<file path="config.mk">
export PLATFORM = sky130hd
export DESIGN_NAME = button_debounce_lease_publisher_top
export DESIGN_NICKNAME = d
export VERILOG_FILES = /design/src/rtl/core/bdlp_pkg.sv /design/src/rtl/core/button_debounce_lease_publisher_top.sv
export SDC_FILE = /design/constraint.sdc
export NUM_CORES = 1
export LEC_CHECK = 0
export BUFFER_PORTS_ARGS = -buffer_cell sky130_fd_sc_hd__buf_2
export CORE_MARGIN = 3
export CORE_UTILIZATION = 40
export CTS_CLUSTER_DIAMETER = 50
export DETAILED_ROUTE_END_ITERATION = 12
export MAX_ROUTING_LAYER = met4
export SLEW_MARGIN = 30
export SYNTH_ARGS = -nofsm -noshare
export SYNTH_HDL_FRONTEND = slang
export SYNTH_SLANG_ARGS = --single-unit
</file>
<file path="constraint.sdc">
create_clock -name clk -period 9.8 [get_ports clk]
set_input_delay 1.96 -clock clk [delete_from_list [all_inputs] [get_ports clk]]
set_output_delay 1.96 -clock clk [all_outputs]
set_load 0.02 [all_outputs]
</file>
<file path="src/rtl/core/bdlp_pkg.sv">
package bdlp_pkg;

    localparam int KEY_BITS = 8;
    localparam int KEY_SHIFT = (KEY_BITS >= 8) ? 8 : KEY_BITS;
    localparam logic [15:0] KEY_FIELD_WIDE = (16'd1 << KEY_SHIFT) - 16'd1;
    localparam logic [7:0] KEY_FIELD = KEY_FIELD_WIDE[7:0];

    localparam logic [2:0] REQ_SAMPLE     = 3'd0;
    localparam logic [2:0] REQ_CONNECT    = 3'd1;
    localparam logic [2:0] REQ_DISCONNECT = 3'd2;
    localparam logic [2:0] REQ_START      = 3'd3;
    localparam logic [2:0] REQ_STOP       = 3'd4;

    localparam logic [1:0] ST_SENT          = 2'd0;
    localparam logic [1:0] ST_NOT_CONNECTED = 2'd1;
    localparam logic [1:0] ST_EXHAUSTED     = 2'd2;

    localparam logic [2:0] CFG_KEY_MODE        = 3'd0;
    localparam logic [2:0] CFG_PIN_INVERT      = 3'd1;
    localparam logic [2:0] CFG_VALID_MASK      = 3'd2;
    localparam logic [2:0] CFG_DEBOUNCE_TICKS  = 3'd3;
    localparam logic [2:0] CFG_HEARTBEAT_TICKS = 3'd4;

    localparam logic [31:0] SEQ_MAX = 32'hFFFF_FFFF;

    typedef struct packed {
        logic [7:0]  pressed_value;
        logic [31:0] sequence_number;
        logic [1:0]  send_status;
        logic        last_result;
    } result_t;

endpackage

</file>
<file path="src/rtl/core/button_debounce_lease_publisher_top.sv">
// Debounced button / key-set publisher. Each item (sample poll, link connect,
// link disconnect, start, stop) is taken and updates the debounce, arming and
// sequence state at once; it yields zero, one or two results, which go into a
// four-entry result queue. Input items are taken every cycle while the queue
// has room for two results (in_stall rises when fewer than two slots are free),
// so the sustained rate is one item per cycle, limited only by the output side
// delivering one result per cycle. A result is registered into the queue when
// its item is taken, behind earlier results. Registers are written through the
// cfg port (always ready) and should only change while no item is in flight.
module button_debounce_lease_publisher_top (
    input  logic        clk,
    input  logic        rst_n,
    input  logic        in_valid,
    output logic        in_stall,
    input  logic [2:0]  req_type,
    input  logic [7:0]  sample_value,
    input  logic [31:0] now_tick,
    output logic        out_valid,
    input  logic        out_stall,
    output logic [7:0]  pressed_value,
    output logic [31:0] sequence_number,
    output logic [1:0]  send_status,
    output logic        last_result,
    input  logic        cfg_valid,
    output logic        cfg_ready,
    input  logic [2:0]  cfg_index,
    input  logic [31:0] cfg_data
);
    import bdlp_pkg::*;

    // configuration
    logic        key_mode_reg;
    logic        pin_invert_reg;
    logic [7:0]  valid_mask_reg;
    logic [15:0] debounce_reg;
    logic [15:0] heartbeat_reg;

    // block state
    logic        running_reg, running_next;
    logic        connected_reg, connected_next;
    logic        armed_reg, armed_next;
    logic        release_seen_reg, release_seen_next;
    logic        disc_pending_reg, disc_pending_next;
    logic        cand_known_reg, cand_known_next;
    logic [7:0]  cand_value_reg, cand_value_next;
    logic [31:0] cand_since_reg, cand_since_next;
    logic        stable_known_reg, stable_known_next;
    logic [7:0]  stable_value_reg, stable_value_next;
    logic [31:0] hb_since_reg, hb_since_next;
    logic [31:0] seq_reg, seq_next;

    // result queue
    result_t     fifo_reg [4];
    logic [1:0]  wr_ptr_reg, rd_ptr_reg;
    logic [2:0]  count_reg, count_next;

    logic        in_accept;
    logic        out_pop;
    logic        cfg_write;

    logic [7:0]  value;
    logic        reject;
    logic        ck, sk;
    logic [31:0] dt_cand, dt_hb;
    logic        hold_done, hb_due;

    logic [1:0]  n_att;
    logic [7:0]  att_val0, att_val1;
    logic        conn_att;

    logic [31:0] seq_p1, seq_p2;
    logic        exh0, exh1;
    result_t     res0, res1;
    logic [1:0]  n_push;

    assign in_accept = in_valid && !in_stall;
    assign out_pop   = out_valid && !out_stall;
    assign cfg_ready = 1'b1;
    assign cfg_write = cfg_valid && cfg_ready;

    // sample conditioning
    assign reject  = key_mode_reg && ((sample_value & ~(valid_mask_reg & KEY_FIELD)) != 8'd0);
    assign value   = key_mode_reg ? sample_value
                                  : {7'd0, sample_value[0] ^ pin_invert_reg};
    assign ck      = cand_known_reg && !disc_pending_reg;
    assign sk      = stable_known_reg && !disc_pending_reg;
    assign dt_cand = now_tick - cand_since_reg;
    assign dt_hb   = now_tick - hb_since_reg;
    assign hold_done = dt_cand >= {16'd0, debounce_reg};
    assign hb_due    = dt_hb >= {16'd0, heartbeat_reg};

    always_comb
    begin
        running_next      = running_reg;
        connected_next    = connected_reg;
        armed_next        = armed_reg;
        release_seen_next = release_seen_reg;
        disc_pending_next = disc_pending_reg;
        cand_known_next   = cand_known_reg;
        cand_value_next   = cand_value_reg;
        cand_since_next   = cand_since_reg;
        stable_known_next = stable_known_reg;
        stable_value_next = stable_value_reg;
        hb_since_next     = hb_since_reg;
        n_att             = 2'd0;
        att_val0          = 8'd0;
        att_val1          = 8'd0;
        conn_att          = connected_reg;

        if (in_accept)
        begin
            unique case (req_type)
                REQ_SAMPLE:
                begin
                    if (running_reg && !reject)
                    begin
                        disc_pending_next = 1'b0;
                        stable_known_next = sk;
                        cand_known_next   = 1'b1;
                        if (!ck || value != cand_value_reg)
                        begin
                            cand_value_next = value;
                            cand_since_next = now_tick;
                        end
                        else if ((!sk || stable_value_reg != cand_value_reg) && hold_done)
                        begin
                            stable_known_next = 1'b1;
                            stable_value_next = cand_value_reg;
                            if (cand_value_reg == 8'd0)
                            begin
                                release_seen_next = 1'b1;
                                armed_next        = 1'b1;
                                n_att             = 2'd1;
                            end
                            else if (armed_reg)
                            begin
                                n_att    = 2'd1;
                                att_val0 = cand_value_reg;
                            end
                        end
                        // heartbeat sees the state after the debounce step
                        if (stable_known_next && armed_next && hb_due)
                        begin
                            hb_since_next = now_tick;
                            if (n_att == 2'd0)
                            begin
                                att_val0 = stable_value_next;
                            end
                            else
                            begin
                                att_val1 = stable_value_next;
                            end
                            n_att = n_att + 2'd1;
                        end
                    end
                end
                REQ_CONNECT:
                begin
                    if (running_reg && !connected_reg)
                    begin
                        connected_next = 1'b1;
                        conn_att       = 1'b1;
                        if (release_seen_reg)
                        begin
                            armed_next = 1'b1;
                            n_att      = 2'd1;
                        end
                    end
                end
                REQ_DISCONNECT:
                begin
                    if (running_reg)
                    begin
                        connected_next    = 1'b0;
                        armed_next        = 1'b0;
                        release_seen_next = 1'b0;
                        disc_pending_next = 1'b1;
                    end
                end
                REQ_START:
                begin
                    if (!running_reg)
                    begin
                        stable_known_next = 1'b0;
                        cand_known_next   = 1'b0;
                        armed_next        = 1'b0;
                        release_seen_next = 1'b0;
                        disc_pending_next = 1'b0;
                        hb_since_next     = now_tick;
                        running_next      = 1'b1;
                    end
                end
                REQ_STOP:
                begin
                    if (running_reg)
                    begin
                        n_att          = 2'd1;
                        connected_next = 1'b0;
                        running_next   = 1'b0;
                    end
                end
                default:
                begin
                end
            endcase
        end
    end

    // sequence numbers for up to two attempts, counter saturates at its maximum
    assign seq_p1 = seq_reg + 32'd1;
    assign seq_p2 = seq_reg + 32'd2;
    assign exh0   = seq_reg == SEQ_MAX;
    assign exh1   = exh0 || (seq_p1 == SEQ_MAX);

    always_comb
    begin
        res0.pressed_value   = att_val0;
        res0.sequence_number = exh0 ? 32'd0 : seq_p1;
        res0.send_status     = exh0 ? ST_EXHAUSTED
                                    : (conn_att ? ST_SENT : ST_NOT_CONNECTED);
        res0.last_result     = n_att == 2'd1;
        res1.pressed_value   = att_val1;
        res1.sequence_number = exh1 ? 32'd0 : seq_p2;
        res1.send_status     = exh1 ? ST_EXHAUSTED
                                    : (conn_att ? ST_SENT : ST_NOT_CONNECTED);
        res1.last_result     = 1'b1;
        n_push               = n_att;

        if (in_accept && req_type == REQ_START && !running_reg)
        begin
            seq_next = 32'd0;
        end
        else
        begin
            unique case (n_att)
                2'd1:    seq_next = exh0 ? SEQ_MAX : seq_p1;
                2'd2:    seq_next = exh1 ? SEQ_MAX : seq_p2;
                default: seq_next = seq_reg;
            endcase
        end
    end

    assign count_next = count_reg + {1'b0, n_push} - {2'd0, out_pop};
    assign in_stall   = count_reg > 3'd2;

    assign out_valid       = count_reg != 3'd0;
    assign pressed_value   = fifo_reg[rd_ptr_reg].pressed_value;
    assign sequence_number = fifo_reg[rd_ptr_reg].sequence_number;
    assign send_status     = fifo_reg[rd_ptr_reg].send_status;
    assign last_result     = fifo_reg[rd_ptr_reg].last_result;

    always_ff @(posedge clk)
    begin
        if (n_push != 2'd0)
        begin
            fifo_reg[wr_ptr_reg] <= res0;
        end
        if (n_push == 2'd2)
        begin
            fifo_reg[wr_ptr_reg + 2'd1] <= res1;
        end
    end

    always_ff @(posedge clk or negedge rst_n)
    begin
        if (!rst_n)
        begin
            key_mode_reg     <= 1'b0;
            pin_invert_reg   <= 1'b0;
            valid_mask_reg   <= 8'd255;
            debounce_reg     <= 16'd30;
            heartbeat_reg    <= 16'd1000;
            running_reg      <= 1'b0;
            connected_reg    <= 1'b0;
            armed_reg        <= 1'b0;
            release_seen_reg <= 1'b0;
            disc_pending_reg <= 1'b0;
            cand_known_reg   <= 1'b0;
            cand_value_reg   <= 8'd0;
            cand_since_reg   <= 32'd0;
            stable_known_reg <= 1'b0;
            stable_value_reg <= 8'd0;
            hb_since_reg     <= 32'd0;
            seq_reg          <= 32'd0;
            wr_ptr_reg       <= 2'd0;
            rd_ptr_reg       <= 2'd0;
            count_reg        <= 3'd0;
        end
        else
        begin
            if (cfg_write)
            begin
                unique case (cfg_index)
                    CFG_KEY_MODE:        key_mode_reg   <= cfg_data[0];
                    CFG_PIN_INVERT:      pin_invert_reg <= cfg_data[0];
                    CFG_VALID_MASK:      valid_mask_reg <= cfg_data[7:0];
                    CFG_DEBOUNCE_TICKS:  debounce_reg   <= cfg_data[15:0];
                    CFG_HEARTBEAT_TICKS: heartbeat_reg  <= cfg_data[15:0];
                    default:
                    begin
                    end
                endcase
            end
            running_reg      <= running_next;
            connected_reg    <= connected_next;
            armed_reg        <= armed_next;
            release_seen_reg <= release_seen_next;
            disc_pending_reg <= disc_pending_next;
            cand_known_reg   <= cand_known_next;
            cand_value_reg   <= cand_value_next;
            cand_since_reg   <= cand_since_next;
            stable_known_reg <= stable_known_next;
            stable_value_reg <= stable_value_next;
            hb_since_reg     <= hb_since_next;
            seq_reg          <= seq_next;
            wr_ptr_reg       <= wr_ptr_reg + n_push;
            rd_ptr_reg       <= rd_ptr_reg + {1'b0, out_pop};
            count_reg        <= count_next;
        end
    end

endmodule

</file>
# --- Yosys cells after proc, flatten, opt, wreduce, memory -nomap -nowiden ---
# Memories as Yosys holds them, arrays and structs flattened.
# Cells that the tools add are included.
# Widths: inputs -> output; s select.
word_totals:
  mem_bits_rw: 172
  mem_count: 1
  reg_bits: 168
  mem_bits_ro: 0
  in_bits: 83
  word_cells: 194
  latchBits: 0
  output_inout_bits: 46
mem_list:
  columns: ["memory", "words", "width", "read_ports", "rd_ports_with_merged_regs", "write_ports", "line", "source"]
  rows:
  - ["fifo_reg", 4, 43, 1, 0, 2, "button_debounce_lease_publisher_top.sv:53", "result_t fifo_reg [4];"]
op_classes:
  add_sub_neg: 10
  n_bitwise: 3
  magnitude_cmp: 3
  n_reduce_logical: 51
  div: 0
  n_shift: 0
  muxes: 82
  n_mul: 0
  eq_ne: 24
ops:
  columns: ["operator", "count"]
  rows:
  - ["$mux 32", 8]
  - ["$mux 8", 17]
  - ["$pmux 32 s2", 2]
  - ["$eq 32x32->1 const B", 2]
  - ["$ge 32x16->1", 2]
  - ["$sub 32x32->32", 2]
  - ["$mux 1", 39]
  - ["$add 32x1->32 const B", 1]
  - ["$add 32x2->32 const B", 1]
  - ["$ne 2x2->1 const B", 9]
  - ["$mux 2", 8]
  - ["$ne 8x8->1", 2]
  - ["$eq 3x2->1 const B", 4]
  - ["$logic_and 1x1->1", 12]
  - ["$reduce_and 2->1", 6]
  - ["$reduce_and 5->1", 2]
  - ["$reduce_bool 3->1", 3]
  - ["$and 8x8->8", 1]
  - ["$logic_not 1->1", 8]
  - ["$logic_not 8->1", 1]
  - ["$not 8->8", 1]
  - ["$pmux 1 s2", 4]
  - ["$reduce_and 4->1", 2]
  - ["$reduce_and 8->1", 1]
  - ["other kinds (24)", 35]

# --- Depth between registers and ports, before layout ---
depth:
  depth_word: 19
  ltp_mapped: 36
  mapped_depth_nobuf: 33

# --- Worst setup path after synthesis ---
# OpenSTA, ideal clock, no wires.
synth_path:
  path_kind: "input to register"
  start: "input port now_tick[0]"
  end: "memory fifo_reg[2][10] (netlist bit), enable pin"
  required_time_ns: 9.400
  setup_ns: 0.400
  slack_ns: 0.269
  n_path_buf: 4
  stages: 34
  arrival_time_ns: 9.131
  cell_sequence: "inv_1 -> ha_1 -> inv_1 -> fa_1 -> a21oi_1 -> o21ai_1 -> o21ai_0 -> nand2_1 -> nand3_1 -> nand2_1 -> xor2_1 -> ha_1 -> a21o_1 -> a2111oi_0 -> o221a_2 -> o41ai_1 -> a2111oi_0 -> nand4b_1 -> or4_1 -> nor4_1 -> nand4_1 -> buf_2 -> and2_1 -> ha_1 -> nor2b_1 -> nand4_1 -> a21o_1 -> clkbuf_1 -> clkinv_1 -> nor2_1 -> buf_2 -> nand3_1 -> clkbuf_1 -> nand2_1"
synth_rtl:
  columns: ["element", "line", "source"]
  rows:
  - ["start, declared", "button_debounce_lease_publisher_top.sv:17", "input logic [31:0] now_tick,"]
  - ["end, declared", "button_debounce_lease_publisher_top.sv:53", null]

==> Flow_metrics.wiki <==
{| class="wikitable"
! Metric !! Value
|-
| Min Clock Period, post-route || 9.126 ns
|-
| Kind of cell with the highest combined delay on the critical path || compound AO/OA/AOI/OAI gates
|-
| Kind of path behind the tightest hold check || flip-flop to flip-flop
|-
| Startpoint type of the worst setup path || input port
|-
| Final worst clock skew || ~0.039 ns
|-
| Share of the clock period used by the worst path after layout || 93.12%
|-
| GRT Resource Usage Total || 22.57%
|-
| Y dimension of the die || 240.2 um
|-
| Aggregate routed wire length || roughly 64 mm
|-
| Count of hold-fix buffers inserted at cts || 0
|-
| Number of antenna violations at the first check in global routing || 2
|-
| Number of rows in the core area || 85
|-
| Most used flip-flop cell after synthesis || sky130_fd_sc_hd__edfxtp_1
|-
| Areal power density over the cells || 247.5 nW/um^2
|-
| Initial standard-cell utilization of the core || 40.60%
|-
| Syn Std Cell Area || approximately 22,000 um^2
|-
| Highest achievable clock rate || approximately 110 MHz
|-
| CP endpoint kind || flip-flop
|-
| First DRT Iteration DRCs || 1,357
|-
| Proportion of synthesized chip area in sequential cells || between 40% and 50%
|-
| Number of buffers and inverters on the critical path || 6
|-
| Maximum fanout count along the critical path || 7
|-
| Global-route wire length before repair || ~99 mm
|-
| Antenna Violating Nets Remaining || 0
|-
| Arrival time of data at the critical path endpoint || 9.51 ns
|-
| TritonCTS clock tree || yes
|-
| Area of all placed cells without fillers || 25,040 um^2
|-
| Unrepaired setup endpoints after global routing || false
|-
| Diodes inserted || 0
|-
| Cell type contributing the most total cell area after synthesis || sky130_fd_sc_hd__edfxtp_1
|-
| Clock transition at the registers of the reported paths || roughly 0.050 ns
|-
| Slew of the pin with the lowest slew margin || roughly 0.87 ns
|-
| YS warnings || 0
|-
| Num ports || approximately 130
|-
| DR vias/cell || around 5.9
|-
| Detailed-router iteration count before antenna repair || 7
|-
| Fillers || a little over 5,000
|-
| Via count of the first global-routing pass || ~18,000
|-
| Critical path type || input port to flip-flop
|-
| DR DRC count || 0
|-
| Max Cap Viol || 0
|-
| CP Data Required Time || between 10 and 15 ns
|-
| Total congestion overflow after global routing || 0
|-
| Number of register bits inferred by synthesis || between 300 and 400
|-
| Slowest stage cell, crit path || sky130_fd_sc_hd__or4_1
|-
| RePlAce Congestion || 0.9424
|-
| Number of standard cells after synthesis || between 2,000 and 2,500
|-
| CTS H-tree lvls || 2
|-
| Maximum buffer depth of the clock tree || 3
|-
| Cells taking the most area after synthesis || sky130_fd_sc_hd__edfxtp_1 23%, sky130_fd_sc_hd__dfrtp_1 17%, sky130_fd_sc_hd__ha_1 5.9%
|-
| Post-synth EDFFs || between 150 and 200
|-
| HPWL reported at the end of detailed placement || 45.94 mm
|-
| Largest stage delay on the critical path || between 0.5 and 0.6 ns
|-
| Average size of a mapped cell || 9.778 um^2
|-
| Average wire per cell in the routed design || about 21 um
|-
| DP Area || approximately 23,000 um^2
|-
| DIE AREA || just under 60,000 um^2
|-
| Worst skew pair latency || about 0.6 ns
|-
| Core ar. || 54,030 um^2
|-
| Number of unique standard cell types used by synthesis || 91
|-
| Ratio of cells with drive above 1 in the final layout || between 10% and 20%
|-
| Number of endpoints with negative hold slack in the final report || 0
|-
| Clock root buffer || sky130_fd_sc_hd__clkbuf_16
|-
| Final count of negative-setup-slack endpoints || 0
|-
| Number of pins with negative max-slew slack in the final report || 0
|-
| Pin count of the biggest net entering global routing || between 70 and 80
|-
| Leakage || ~10 nW
|-
| Count of port buffers added during placement || around 110
|-
| Max FFs per register || about 170
|-
| Net count after synthesis || approximately 2,400
|-
| Total via count after detailed routing || approximately 18,000
|-
| Most common library cells after synthesis || 209 x sky130_fd_sc_hd__nand2_1, 168 x sky130_fd_sc_hd__edfxtp_1, 167 x sky130_fd_sc_hd__a21oi_1, 150 x sky130_fd_sc_hd__dfrtp_1, 144 x sky130_fd_sc_hd__nor2_1
|-
| End-of-flow core utilization || between 40 and 50%
|-
| Net count of the finished layout || roughly 2,500
|-
| Cts bufs inserted || ~50
|-
| CTS sink cnt || between 300 and 400
|-
| Status || completed
|-
| Die extent in x || between 200 and 250 um
|-
| Most repeated cell in the gate-level netlist after synthesis || sky130_fd_sc_hd__nand2_1
|-
| Setup tns final || 0 ns
|-
| Share of flip-flops with an asynchronous set or reset after synthesis || between 40% and 50%
|-
| Worst-case headroom to the max-slew limit || approximately 41%
|-
| Peak ir drop on the vdd network || 0.1636 mV
|-
| Share of the synthesized area in the top cell type || 23.00%
|-
| Layout overhead on the synthesized area || 14.16%
|}
worst paths after layout:
kind / from / to / slack [ns] / cells past startpoint
worst min register to register: rd_ptr_reg[1] / rd_ptr_reg[1] / 0.46 / 1
max in group asynchronous: rst_n / rd_ptr_reg[1] / 7.55 / 2
min in group asynchronous: rst_n / heartbeat_reg[1] / 1.26 / 1
worst max-delay path: now_tick[0] / fifo_reg[2][12] / 0.67 / 35
worst max register to register: hb_since_reg[0] / fifo_reg[2][12] / 1.92 / 33
worst min-delay path: rd_ptr_reg[1] / rd_ptr_reg[1] / 0.46 / 1
per-stage QoR:
step	hold WS (ns)	cells	power (mW)	worst slack (ns)
after CTS	0.4588	3053	6.252	0.5582
after global placement	0.4463	2961	4.429	0.1061
after floorplan	0.4375	2243	3.763	0.2690
after global routing	0.4730	3054	6.614	0.09583
final	0.4586	3054	6.197	0.6742
after detailed placement	0.4522	2961	4.481	0.005117
final cells by class:
| cell class | count | area (um^2) | share of cell area, % |
|---|---|---|---|
| Multi-Input combinational cell | 1606 | 11490 | 45.89 |
| Sequential cell | 340 | 9354 | 37.36 |
| Clock buffer | 55 | 1311 | 5.237 |
| Timing Repair Buffer | 178 | 1164 | 4.647 |
| Tap cell | 696 | 870.8 | 3.478 |
| Inverter | 142 | 533.0 | 2.129 |
| Clock inverter | 37 | 314.1 | 1.254 |
power breakdown:
part / total, mW / switching [mW] / internal [mW]
Combinational: 2.59 / 1.52 / 1.07
Sequential: 1.87 / 0.169 / 1.70
Clock: 1.74 / 0.706 / 1.03
Total: 6.20 / 2.39 / 3.80
cells in the final DEF (no fill, tap or decap), drive strengths merged, types with 13 or more instances in the layout:
cell type | netlist | final
and3 | 15 | 15
or2 | 13 | 13
a21o | 24 | 24
nor4 | 19 | 19
nand2 | 209 | 209
a211oi | 16 | 16
inv | 139 | 149
edfxtp | 168 | 168
a31oi | 27 | 27
a22o | 24 | 24
and2 | 14 | 14
o21a | 22 | 22
clkbuf | 116 | 55
nand3 | 56 | 56
nor3 | 44 | 44
o21ai | 119 | 119
xor2 | 39 | 39
ha | 103 | 103
dfrtp | 150 | 150
mux2 | 97 | 97
clkinv | 3 | 23
nand4 | 37 | 37
nor2 | 145 | 145
dfstp | 18 | 18
o22ai | 108 | 108
nor2b | 13 | 13
a21oi | 169 | 169
buf | 39 | 178
mux4 | 43 | 43
xnor2 | 80 | 80
kinds of logic after synthesis:
family | synth area share (%)
simple gates | 13.57
compound gates | 18.03
flops | 42.64
buf+inv | 5.311
mux | 9.533
xor+xnor | 4.752
fa+ha+maj | 6.150
other cells | 0.01710
layer usage:
metal	share of wire [%]	vias to the layer above	global-route usage [%]
met1	42	8721	27.71
met2	49	549	37.89
met5	0	-	-
met4	3.9	0	9.399
met3	4.8	145	2.696
li1	-	8494	-
worst reg2reg max path: cells and delay by family (launching register included):
family                   cells  cell delay (ns)
AO/OA/AOI/OAI               11             2.88
AND/OR/NAND/NOR             13             2.64
adder cells (fa/ha/maj)      4             1.15
buffers and inverters        4             0.50
flip-flops                   1             0.34
XOR/XNOR                     1             0.16
repair_timing:
| item | in CTS | in global routing |
|---|---|---|
| buffers inserted | 0 | 1 |
| setup endpoints to repair | 0 | 18 |
| gates resized for setup | 0 | 2 |
| endpoints found under the hold margin | 0 | 0 |
Note: power is estimated with default switching activity, not from simulation.
